===== src/rtl/spq_pkg.sv =====
// package for the sorted priority queue: operation codes, command and result types
// no dependencies; used by every module of the block
package spq_pkg;

    localparam int DEF_DEPTH       = 16;
    localparam int DEF_VALUE_WIDTH = 32;
    localparam int CMDQ_DEPTH      = 2;

    localparam logic [1:0] KIND_INSERT = 2'd0;
    localparam logic [1:0] KIND_REMOVE = 2'd1;
    localparam logic [1:0] KIND_SEARCH = 2'd2;

    typedef enum logic [1:0] {
        OP_INSERT,
        OP_REMOVE,
        OP_SEARCH,
        OP_IGNORE
    } t_op;

    typedef struct packed {
        t_op                op;
        logic [31:0]        value;
        logic signed [15:0] pri;
    } t_cmd;

    typedef struct packed {
        logic               accepted;
        logic [4:0]         found_position;
        logic [4:0]         entry_count;
        logic               is_empty_flag;
        logic [31:0]        head_value;
        logic signed [15:0] head_priority;
    } t_result;

endpackage


===== src/rtl/spq_front.sv =====
// front end: decodes the incoming operation into a command for the queue
// depends on spq_pkg
module spq_front import spq_pkg::*; (
    input  logic               i_valid,
    input  logic [1:0]         i_kind,
    input  logic [31:0]        i_item_value,
    input  logic signed [15:0] i_item_priority,
    output logic               o_push,
    output t_cmd               o_cmd
);

    always_comb begin
        o_cmd.value = i_item_value;
        o_cmd.pri   = i_item_priority;
        case (i_kind)
            KIND_INSERT: begin
                o_cmd.op = OP_INSERT;
            end
            KIND_REMOVE: begin
                o_cmd.op = OP_REMOVE;
            end
            KIND_SEARCH: begin
                o_cmd.op = OP_SEARCH;
            end
            default: begin
                o_cmd.op = OP_IGNORE;
            end
        endcase
    end

    assign o_push = i_valid;

endmodule


===== src/rtl/spq_cmd_fifo.sv =====
// short command queue between the front end and the cell row
// depends on spq_pkg
module spq_cmd_fifo import spq_pkg::*; (
    input  logic i_clk,
    input  logic i_rst_n,
    input  logic i_push,
    input  t_cmd i_cmd,
    output logic o_ready,
    output logic o_valid,
    output t_cmd o_cmd,
    input  logic i_pop
);

    localparam int PTR_W = (CMDQ_DEPTH > 1) ? $clog2(CMDQ_DEPTH) : 1;
    localparam int CNT_W = $clog2(CMDQ_DEPTH + 1);

    t_cmd             r_mem [CMDQ_DEPTH];
    logic [PTR_W-1:0] r_wr, n_wr;
    logic [PTR_W-1:0] r_rd, n_rd;
    logic [CNT_W-1:0] r_cnt, n_cnt;
    logic             push_ok;
    logic             pop_ok;

    assign o_ready = (r_cnt != CNT_W'(CMDQ_DEPTH));
    assign o_valid = (r_cnt != '0);
    assign o_cmd   = r_mem[r_rd];
    assign push_ok = i_push && o_ready;
    assign pop_ok  = i_pop && o_valid;

    always_comb begin
        n_wr  = r_wr;
        n_rd  = r_rd;
        n_cnt = r_cnt;
        if (push_ok) begin
            n_wr = (r_wr == PTR_W'(CMDQ_DEPTH - 1)) ? '0 : r_wr + 1'b1;
        end
        if (pop_ok) begin
            n_rd = (r_rd == PTR_W'(CMDQ_DEPTH - 1)) ? '0 : r_rd + 1'b1;
        end
        if (push_ok && !pop_ok) begin
            n_cnt = r_cnt + 1'b1;
        end else if (pop_ok && !push_ok) begin
            n_cnt = r_cnt - 1'b1;
        end
    end

    always_ff @(posedge i_clk) begin
        if (!i_rst_n) begin
            r_wr  <= '0;
            r_rd  <= '0;
            r_cnt <= '0;
        end else begin
            r_wr  <= n_wr;
            r_rd  <= n_rd;
            r_cnt <= n_cnt;
        end
    end

    always_ff @(posedge i_clk) begin
        if (push_ok) begin
            r_mem[r_wr] <= i_cmd;
        end
    end

endmodule


===== src/rtl/spq_back.sv =====
// back end: sorted row of cells that carries out insert, remove and search,
// plus the result register; depends on spq_pkg
module spq_back import spq_pkg::*; #(
    parameter int DEPTH       = DEF_DEPTH,
    parameter int VALUE_WIDTH = DEF_VALUE_WIDTH
) (
    input  logic    i_clk,
    input  logic    i_rst_n,
    input  logic    i_cmd_valid,
    input  t_cmd    i_cmd,
    output logic    o_cmd_pop,
    output logic    o_res_valid,
    output t_result o_res,
    input  logic    i_res_ready
);

    localparam int CNT_W = $clog2(DEPTH + 1);

    typedef enum logic [1:0] {
        ST_EXEC = 2'b01,
        ST_FIND = 2'b10
    } t_state;

    logic [VALUE_WIDTH-1:0] r_val [DEPTH];
    logic [VALUE_WIDTH-1:0] n_val [DEPTH];
    logic signed [15:0]     r_pri [DEPTH];
    logic signed [15:0]     n_pri [DEPTH];
    logic [CNT_W-1:0]       r_cnt, n_cnt;
    logic [DEPTH-1:0]       r_match, n_match;
    t_state                 r_state, n_state;
    logic                   r_res_valid, n_res_valid;
    t_result                r_res, n_res;

    logic [VALUE_WIDTH-1:0] key;
    logic [DEPTH-1:0]       match;
    logic [DEPTH-1:0]       higher;
    logic [DEPTH-1:0]       first_hit;
    logic [CNT_W-1:0]       found_idx;
    logic                   out_free;
    logic                   head_lower;
    logic                   full;
    logic                   emit;
    logic                   accepted;
    logic [CNT_W-1:0]       found;

    assign key        = VALUE_WIDTH'(i_cmd.value);
    assign out_free   = !r_res_valid || i_res_ready;
    assign full       = (r_cnt == CNT_W'(DEPTH));
    assign head_lower = (r_cnt == '0) || (r_pri[0] < i_cmd.pri);

    // per-cell compares, all in parallel
    always_comb begin
        for (int i = 0; i < DEPTH; i++) begin
            match[i]  = (CNT_W'(i) < r_cnt) && (r_val[i] == key);
            higher[i] = (CNT_W'(i) < r_cnt) && (r_pri[i] > i_cmd.pri);
        end
    end

    // lowest set bit of the registered match vector, then its 1-based index
    assign first_hit = r_match & (~r_match + 1'b1);

    always_comb begin
        found_idx = '0;
        for (int i = 0; i < DEPTH; i++) begin
            if (first_hit[i]) begin
                found_idx = found_idx | CNT_W'(i + 1);
            end
        end
    end

    always_comb begin
        n_val       = r_val;
        n_pri       = r_pri;
        n_cnt       = r_cnt;
        n_match     = r_match;
        n_state     = r_state;
        n_res_valid = r_res_valid && !i_res_ready;
        n_res       = r_res;
        o_cmd_pop   = 1'b0;
        emit        = 1'b0;
        accepted    = 1'b0;
        found       = '0;
        case (r_state)
            ST_EXEC: begin
                if (i_cmd_valid && out_free) begin
                    o_cmd_pop = 1'b1;
                    case (i_cmd.op)
                        OP_INSERT: begin
                            emit = 1'b1;
                            if (!full) begin
                                accepted = 1'b1;
                                n_cnt    = r_cnt + 1'b1;
                                if (head_lower) begin
                                    n_val[0] = key;
                                    n_pri[0] = i_cmd.pri;
                                    for (int i = 1; i < DEPTH; i++) begin
                                        n_val[i] = r_val[i-1];
                                        n_pri[i] = r_pri[i-1];
                                    end
                                end else begin
                                    // head stays; new item lands after every higher entry
                                    for (int i = 1; i < DEPTH; i++) begin
                                        if (higher[i]) begin
                                            n_val[i] = r_val[i];
                                            n_pri[i] = r_pri[i];
                                        end else if (i == 1 || higher[i-1]) begin
                                            n_val[i] = key;
                                            n_pri[i] = i_cmd.pri;
                                        end else begin
                                            n_val[i] = r_val[i-1];
                                            n_pri[i] = r_pri[i-1];
                                        end
                                    end
                                end
                            end
                        end
                        OP_REMOVE: begin
                            emit = 1'b1;
                            if (r_cnt != '0) begin
                                accepted = 1'b1;
                                n_cnt    = r_cnt - 1'b1;
                                for (int i = 0; i < DEPTH - 1; i++) begin
                                    n_val[i] = r_val[i+1];
                                    n_pri[i] = r_pri[i+1];
                                end
                            end
                        end
                        OP_SEARCH: begin
                            n_match = match;
                            n_state = ST_FIND;
                        end
                        default: begin
                            emit = 1'b1;
                        end
                    endcase
                end
            end
            ST_FIND: begin
                if (out_free) begin
                    emit     = 1'b1;
                    accepted = 1'b1;
                    found    = found_idx;
                    n_state  = ST_EXEC;
                end
            end
            default: begin
                n_state = ST_EXEC;
            end
        endcase

        if (emit) begin
            n_res_valid          = 1'b1;
            n_res.accepted       = accepted;
            n_res.found_position = 5'(found);
            n_res.entry_count    = 5'(n_cnt);
            n_res.is_empty_flag  = (n_cnt == '0);
            if (n_cnt == '0) begin
                n_res.head_value    = '0;
                n_res.head_priority = '0;
            end else begin
                n_res.head_value    = 32'(n_val[0]);
                n_res.head_priority = n_pri[0];
            end
        end
    end

    always_ff @(posedge i_clk) begin
        if (!i_rst_n) begin
            r_cnt       <= '0;
            r_state     <= ST_EXEC;
            r_res_valid <= 1'b0;
        end else begin
            r_cnt       <= n_cnt;
            r_state     <= n_state;
            r_res_valid <= n_res_valid;
        end
    end

    always_ff @(posedge i_clk) begin
        r_val   <= n_val;
        r_pri   <= n_pri;
        r_match <= n_match;
        r_res   <= n_res;
    end

    assign o_res_valid = r_res_valid;
    assign o_res       = r_res;

endmodule


===== src/rtl/sorted_priority_queue_unit.sv =====
// path: insert and remove pass the command queue and result register, search also the
// registered match vector; throughput: one insert or remove per cycle while results are
// taken, a search holding the row for match-then-encode; a 2-entry queue absorbs stalls
// reset: synchronous active-low clears the entry count, command queue and result valid;
// cell contents stay undefined and are never shown, so no clearing pass is needed
module sorted_priority_queue_unit import spq_pkg::*; #(
    parameter int DEPTH       = DEF_DEPTH,
    parameter int VALUE_WIDTH = DEF_VALUE_WIDTH
) (
    input  logic               i_clk,
    input  logic               i_rst_n,
    input  logic               i_valid,
    output logic               o_ready,
    input  logic [1:0]         i_kind,
    input  logic signed [31:0] i_item_value,
    input  logic signed [15:0] i_item_priority,
    output logic               o_valid,
    input  logic               i_ready,
    output logic               o_accepted,
    output logic [4:0]         o_found_position,
    output logic [4:0]         o_entry_count,
    output logic               o_is_empty_flag,
    output logic signed [31:0] o_head_value,
    output logic signed [15:0] o_head_priority
);

    logic    push;
    t_cmd    front_cmd;
    logic    cmd_valid;
    t_cmd    cmd;
    logic    cmd_pop;
    t_result res;

    spq_front u_front (
        .i_valid         (i_valid),
        .i_kind          (i_kind),
        .i_item_value    ($unsigned(i_item_value)),
        .i_item_priority (i_item_priority),
        .o_push          (push),
        .o_cmd           (front_cmd)
    );

    spq_cmd_fifo u_cmd_fifo (
        .i_clk   (i_clk),
        .i_rst_n (i_rst_n),
        .i_push  (push),
        .i_cmd   (front_cmd),
        .o_ready (o_ready),
        .o_valid (cmd_valid),
        .o_cmd   (cmd),
        .i_pop   (cmd_pop)
    );

    spq_back #(
        .DEPTH       (DEPTH),
        .VALUE_WIDTH (VALUE_WIDTH)
    ) u_back (
        .i_clk       (i_clk),
        .i_rst_n     (i_rst_n),
        .i_cmd_valid (cmd_valid),
        .i_cmd       (cmd),
        .o_cmd_pop   (cmd_pop),
        .o_res_valid (o_valid),
        .o_res       (res),
        .i_res_ready (i_ready)
    );

    assign o_accepted       = res.accepted;
    assign o_found_position = res.found_position;
    assign o_entry_count    = res.entry_count;
    assign o_is_empty_flag  = res.is_empty_flag;
    assign o_head_value     = $signed(res.head_value);
    assign o_head_priority  = res.head_priority;

endmodule

===== config.mk =====
export PLATFORM = sky130hd
export DESIGN_NAME = sorted_priority_queue_unit
export DESIGN_NICKNAME = d
export VERILOG_FILES = /design/src/rtl/spq_pkg.sv /design/src/rtl/spq_front.sv /design/src/rtl/spq_cmd_fifo.sv /design/src/rtl/spq_back.sv /design/src/rtl/sorted_priority_queue_unit.sv
export SDC_FILE = /design/constraint.sdc
export NUM_CORES = 2
export LEC_CHECK = 0
export ABC_CLOCK_PERIOD_IN_PS = 19700
export BUFFER_PORTS_ARGS = -buffer_cell sky130_fd_sc_hd__buf_2
export CORE_MARGIN = 2
export CORE_UTILIZATION = 37
export DETAILED_ROUTE_END_ITERATION = 7
export GPL_TIMING_DRIVEN = 0
export SLEW_MARGIN = 0
export SYNTH_ARGS = -nofsm -noshare
export SYNTH_HDL_FRONTEND = slang
export SYNTH_SLANG_ARGS = --single-unit

===== constraint.sdc =====
create_clock -name i_clk -period 19.7 [get_ports i_clk]
set_input_delay 0.985 -clock i_clk [delete_from_list [all_inputs] [get_ports i_clk]]
set_output_delay 0.985 -clock i_clk [all_outputs]
set_load 0.05 [all_outputs]

After elaboration in Yosys (flattened, before gate mapping)
Memory sizes are Yosys's and may differ from the RTL's. A register that Yosys moved wholly into a read port is not among the register bits.
Cells that the tools add are included.
{ "classes": {"addsub": 7, "n_lt_le_gt_ge": 32, "n_eq_ne": 44, "muxes": 120, "bitwise_logic": 3, "reduce_logical": 69} }
{ "ops": {"columns": ["op", "n"], "rows": [
  ["two-way mux 512 bit", 3],
  ["two-way mux 32 bit", 31],
  ["two-way mux 480 bit", 2],
  ["one-hot mux 480 bit (2 select lines)", 1],
  ["two-way mux 256 bit", 3],
  ["== test 32 bit", 16],
  ["two-way mux 16 bit", 31],
  ["two-way mux 240 bit", 2],
  ["one-hot mux 240 bit (2 select lines)", 1],
  ["> comparator 16 bit", 15],
  ["AND reduction 6 bit", 14],
  ["inequality test 3 bit, second input constant", 14],
  ["less-than comparator 4 x 5 -> 1 bit, first input constant", 8],
  ["logical AND 1 bit", 37],
  ["two-way mux 4 bit", 8],
  ["two-way mux 5 bit", 5],
  ["less-than comparator 3 x 5 -> 1 bit, first input constant", 4],
  ["adder 16 x 1 -> 16 bit, second input constant", 1],
  ["AND 16 bit", 1],
  ["less-than comparator 16 bit", 1],
  ["two-way mux 1 bit", 16],
  ["inverter 16 bit", 1],
  ["two-way mux 2 bit", 7],
  ["two-way mux 3 bit", 4],
  ["26 further kinds", 49]
]} }
{ "totals": {"ff_bits": 856, "mem_bits_rw": 100, "inputBits": 54, "out_inout_bits": 62, "word_cells": 321, "n_memories": 1} }
{ "mem_list": {"columns": ["memory", "words", "width", "read_ports", "rd_clocked_by_memory_dff", "write_ports", "line_no", "rtl"], "rows": [
  ["u_cmd_fifo.r_mem", 2, 50, 1, 1, 1, "spq_cmd_fifo.sv:17", "t_cmd r_mem [CMDQ_DEPTH];"]
]} }

Depth between registers and ports, before layout
{ "logic_depth": {"word_depth": 19, "depth_mapped": 18, "depth_no_buf": 10} }

Modules after synthesis
Synthesis repeated with hierarchy kept, for this count alone.
{ "hier_totals": {"cells_unflattened": 5603, "area_unflattened_um2": 58473.6} }
{ "by_module_without_submodules": {"columns": ["module", "n_inst", "cells_each", "area_each_um2", "seq_area_each_um2"], "rows": [
  ["spq_back", 1, 5372, 54260.8, 25024.0],
  ["spq_cmd_fifo", 1, 180, 3837.4, 3103.0],
  ["spq_front", 1, 51, 375.4, 0.0]
]} }

Worst setup path before layout
No wires, ideal clock.
{ "synth_timing": {"path_type": "reg-to-reg", "from": "register with a tool-made name", "to": "register u_back.r_pri[48] in the netlist's numbering (enable)", "setup_ns": 0.482, "arrival_time_ns": 6.394, "required_ns": 19.218, "setup_slack_ns": 12.823, "stages_incl_launch_ff": 17, "n_path_buf": 7, "synth_period_minus_slack_ns": 6.877, "cell_sequence": "dfxtp_1 buf_6 buf_8 buf_6 buf_2 buf_2 mux2_2 inv_1 ha_1 a211oi_1 o211ai_1 a41oi_1 a21o_1 buf_2 nor2_1 clkbuf_1 a31oi_1"} }
{ "synth_rtl": {"columns": ["item", "line_no", "rtl"], "rows": [
  ["end signal, assigned", "spq_back.sv:181", "r_pri <= n_pri;"],
  ["end, declared", "spq_back.sv:26", "logic signed [15:0] r_pri [DEPTH];"]
]} }

==> results.md <==
- Clock skew: 0.03545 ns
- Max-slew violations: 118
- Worst-path clk slew: 0.06 ns
- Die area: 157,300 um^2
- H-tree levels: 3
- Synthesized flop and latch total: 957
- Detailed Route Iter0 Violations: 9,671
- Final setup fails: 0
- Resize count post-CTS: 0
- CP Cell Sequence: buf_6 -> buf_8 -> buf_6 -> buf_2 -> buf_2 -> mux2_2 -> inv_1 -> ha_1 -> a211oi_1 -> o211ai_1 -> a41oi_1 -> a21o_1 -> buf_2 -> nor2_1 -> clkbuf_2 -> a31oi_4 -> buf_12 -> buf_16
- Max-cap violations: 16
- Drt total wl: 352,100 um
- Reg-to-reg setup timing slack: 10.37 ns
- Post-Synth Simple-Gate Area: 14.96%
- Layout overhead on the synthesized area: 14.34%
- HPWL Detailed: 270,300 um
- Mux cell area share after synthesis: 3.953%
- Crit-path slowest cell: a41oi_1
- XOR/XNOR share of the synthesized area: 7.924%
- DR pass1 iterations: 6
- Ys Warns: 0
- First-pass GRT wire length: 454,300 um
- Ys flop type: edfxtp_1
- Status: finished with violations
- Die H: 396.6 um
- Starting density of the core: 37.16%
- Chip width: 396.6 um
- Most frequent cells in the layout: 896 x edfxtp_1, 871 x nand2_1, 515 x xnor2_1, 412 x nor2_1, 284 x nand3_1
- Compound-Gate Fraction of Synth Area: 14.73%
- Antenna violations before repair: 23
- Syn Inst Count: 5,479
- Detail Route Antenna Nets: 0
- Setup Crit Path Kind: reg -> reg
- Gr ovfl total: 0
- Vias per cell: 6.715
- # IOs: 116
- Most used cell, CP: buf_2
- Fin Hold WS: 0.3859 ns
- Drt drc: 0
- Vias in the first global route: 48.39k
- Failing checks: max-capacitance violations, max-slew violations
- Worst VDD drop: 0.08213 mV
- Share of post-route cells with drive strength above 1: 10.26%
- P_leak: 21.74 nW
- Pwr/cell area: 164.5 nW/um^2
- Post-CTS Hold Buffers: 0
- Postcts setup bufs: 0
- Synth async-reset ratio: 0%
- Largest family of logic cells by synthesized area: simple AND/OR/NAND/NOR gates
- Row count: 144
- Final Hold Viols: 0
- Sequential share of the synthesized area: 49.31%
- Period utilization: 47.35%
- Worst Setup End Kind: register
- Post-Synth Adder-Cell Area: 5.726%
- Post-layout min period: 9.329 ns
- Routed vias: 53.05k
- Placer Congestion: 1.049
- Avg WL per Cell: 44.56 um
- Syn Nets: 5,794
- Slew HR: -18.31%
- Nets: 6,065
- Hold Crit Class: in -> reg
- CP Data Arrival Time: 9.81 ns
- Setup TNS: 0 ns
- Overall Global Routing Usage: 43.50%
- Worst setup SP type: register
- Largest fanout on the critical path: 19
- CTS tree: done
- Worst R2R Path Depth: 18
- Clk root buf: clkbuf_16
- Pin count of the biggest net entering global routing: 46
- CTS buffer count: 112
- CP peak stage delay: 1.23 ns
- Longest Clk Path Bufs: 3
- CTS Sinks: 957
- Worst-Margin Slew: 1.768 ns
- Syn_area_per_cell: 10.41 um^2
- Library cells used by synthesis: 75
- Core area: 153,500 um^2
- Fill count: 15.13k
- Most common cell after layout, fill and taps aside: edfxtp_1
- RR Endpoint: u_back.r_val[117]$_DFFE_PP_
- Max Clk Rate: 107.2 MHz
- IO buf count: 113
- EDFF count, synth: 896
- Worst setup path end: u_back.r_val[117]$_DFFE_PP_
- Synth Cell Area: 57,040 um^2
- Clock insertion delay at the later pin of the skew report: 0.80 ns
- CP required: 20.18 ns
- RSZ-0062 raised after global routing: false
==> power breakdown <==
part / leakage [nW] / internal [mW] / switching [mW] / total (mW)
registers: 8.88 / 2.88 / 0.564 / 3.44
clock network: 1.87 / 1.26 / 1.00 / 2.26
logic: 11.0 / 1.39 / 3.63 / 5.02
total: 21.7 / 5.53 / 5.19 / 10.7
==> through the flow <==
stage          std cells  utilization, %  total power, mW  instance area, um^2  setup slack [ns]
2_1_floorplan       5479               -            5.798                57040             12.82
3_3_place_gp        7636           39.19            8.074                60160             6.539
3_5_place_dp        7679           39.95            8.164                61330             10.61
4_1_cts             7893           42.46            10.38                65170             10.60
5_1_grt             7894           42.47            10.84                65200             10.42
6_report            7900           42.48            10.73                65210             10.37
==> registers in the layout, summed over array words and instances (netlist names), named ones only <==
name and count:
u_cmd_fifo.r_rd 1, u_back.r_state 2, u_back.o_res_valid 1, u_back.r_pri 256, u_cmd_fifo.r_cnt 2, u_cmd_fifo.r_mem 100, u_cmd_fifo.r_wr 1, u_back.r_val 512
u_back.o_res 60, u_back.r_cnt 5, u_back.r_match 16
==> worst max-delay path: cells and delay by family (launching register included) <==
family | cells | cell delay (ns)
compound gates | 5 | 2.67
fa+ha+maj | 1 | 0.43
buf+inv | 10 | 4.33
flops | 1 | 0.45
mux | 1 | 0.53
simple gates | 1 | 0.41
==> Yosys cell counts (6+ instances only) <==
cell type	instances	area (um^2)
nand2b_1	14	87.58
a22oi_1	48	360.4
nor3_1	14	70.07
buf_6	9	101.4
nor2b_1	24	150.1
mux2i_1	103	1031
edfxtp_1	896	26910
nand4_1	130	813.3
mux2_2	47	529.3
a31oi_1	17	106.4
o311ai_0	12	105.1
o221ai_1	8	70.07
a211oi_1	14	105.1
and4_1	9	78.83
a221o_1	241	2412
dfxtp_1	61	1221
buf_1	51	191.4
clkbuf_1	242	908.4
ha_1	261	3266
buf_4	8	60.06
o211ai_1	253	1899
or3_1	6	37.54
nand2_1	871	3269
a21o_1	27	202.7
nor4_1	65	406.6
o22ai_1	6	37.54
mux2i_4	27	608.1
a21oi_1	216	1081
o21a_1	18	135.1
xnor2_1	515	4511
nor2_1	417	1565
buf_2	89	445.4
or4_1	13	97.59
nand3_1	284	1421
a211o_1	13	113.9
o21ai_0	253	1266
and3_1	41	256.5
inv_1	56	210.2
a2bb2oi_1	6	52.55
o31a_1	7	61.31
and2_1	13	81.33
==> logic make-up after synthesis <==
| group | count (synthesis) |
|---|---|
| muxes | 183 |
| and+or+nand+nor | 1922 |
| buffers and inverters | 457 |
| AOI/OAI and AO/OA | 1183 |
| DFF | 957 |
| xor gates and xnor gates | 516 |
| adders and majority gates | 261 |
==> cell type report <==
| class | instances | area [um^2] | area share [%] |
|---|---|---|---|
| clock inverter | 78 | 827.0 | 1.268 |
| buffer | 400 | 1760 | 2.700 |
| sequential | 957 | 28130 | 43.13 |
| antenna | 6 | 15.01 | 0.02302 |
| inverter | 57 | 214.0 | 0.3281 |
| timing repair buffer | 157 | 1443 | 2.212 |
| multi-input combinational | 4065 | 27250 | 41.79 |
| tap | 2044 | 2557 | 3.922 |
| clock buffer | 136 | 3018 | 4.628 |
==> worst min-delay path by stage <==
stage	from	to	slack (ns)	cells after the start
2_1_floorplan	u_back.r_pri[245]$_DFF_P_	u_back.r_pri[245]$_DFF_P_	0.48	2
3_3_place_gp	u_cmd_fifo.r_cnt[1]$_SDFFE_PN0P_	u_cmd_fifo.r_cnt[1]$_SDFFE_PN0P_	0.49	2
3_5_place_dp	u_back.r_state[0]$_SDFFE_PN1P_	u_back.r_state[0]$_SDFFE_PN1P_	0.52	2
4_1_cts	i_item_priority[0]	u_cmd_fifo.r_mem[1][0]$_DFFE_PP_	0.36	1
5_1_grt	i_item_priority[15]	u_cmd_fifo.r_mem[0][15]$_DFFE_PP_	0.39	1
6_report	i_item_priority[0]	u_cmd_fifo.r_mem[1][0]$_DFFE_PP_	0.39	1
==> per-layer routing <==
layer | vias up | part of all wire [%] | global-route usage (%)
li1 | 21125 | - | -
met1 | 26443 | 39 | 57.60
met2 | 4635 | 39 | 58.79
met3 | 831 | 16 | 19.31
met4 | 14 | 6.3 | 23.06
met5 | - | 0.13 | 1.940
Power figures use the tool's default switching activity.
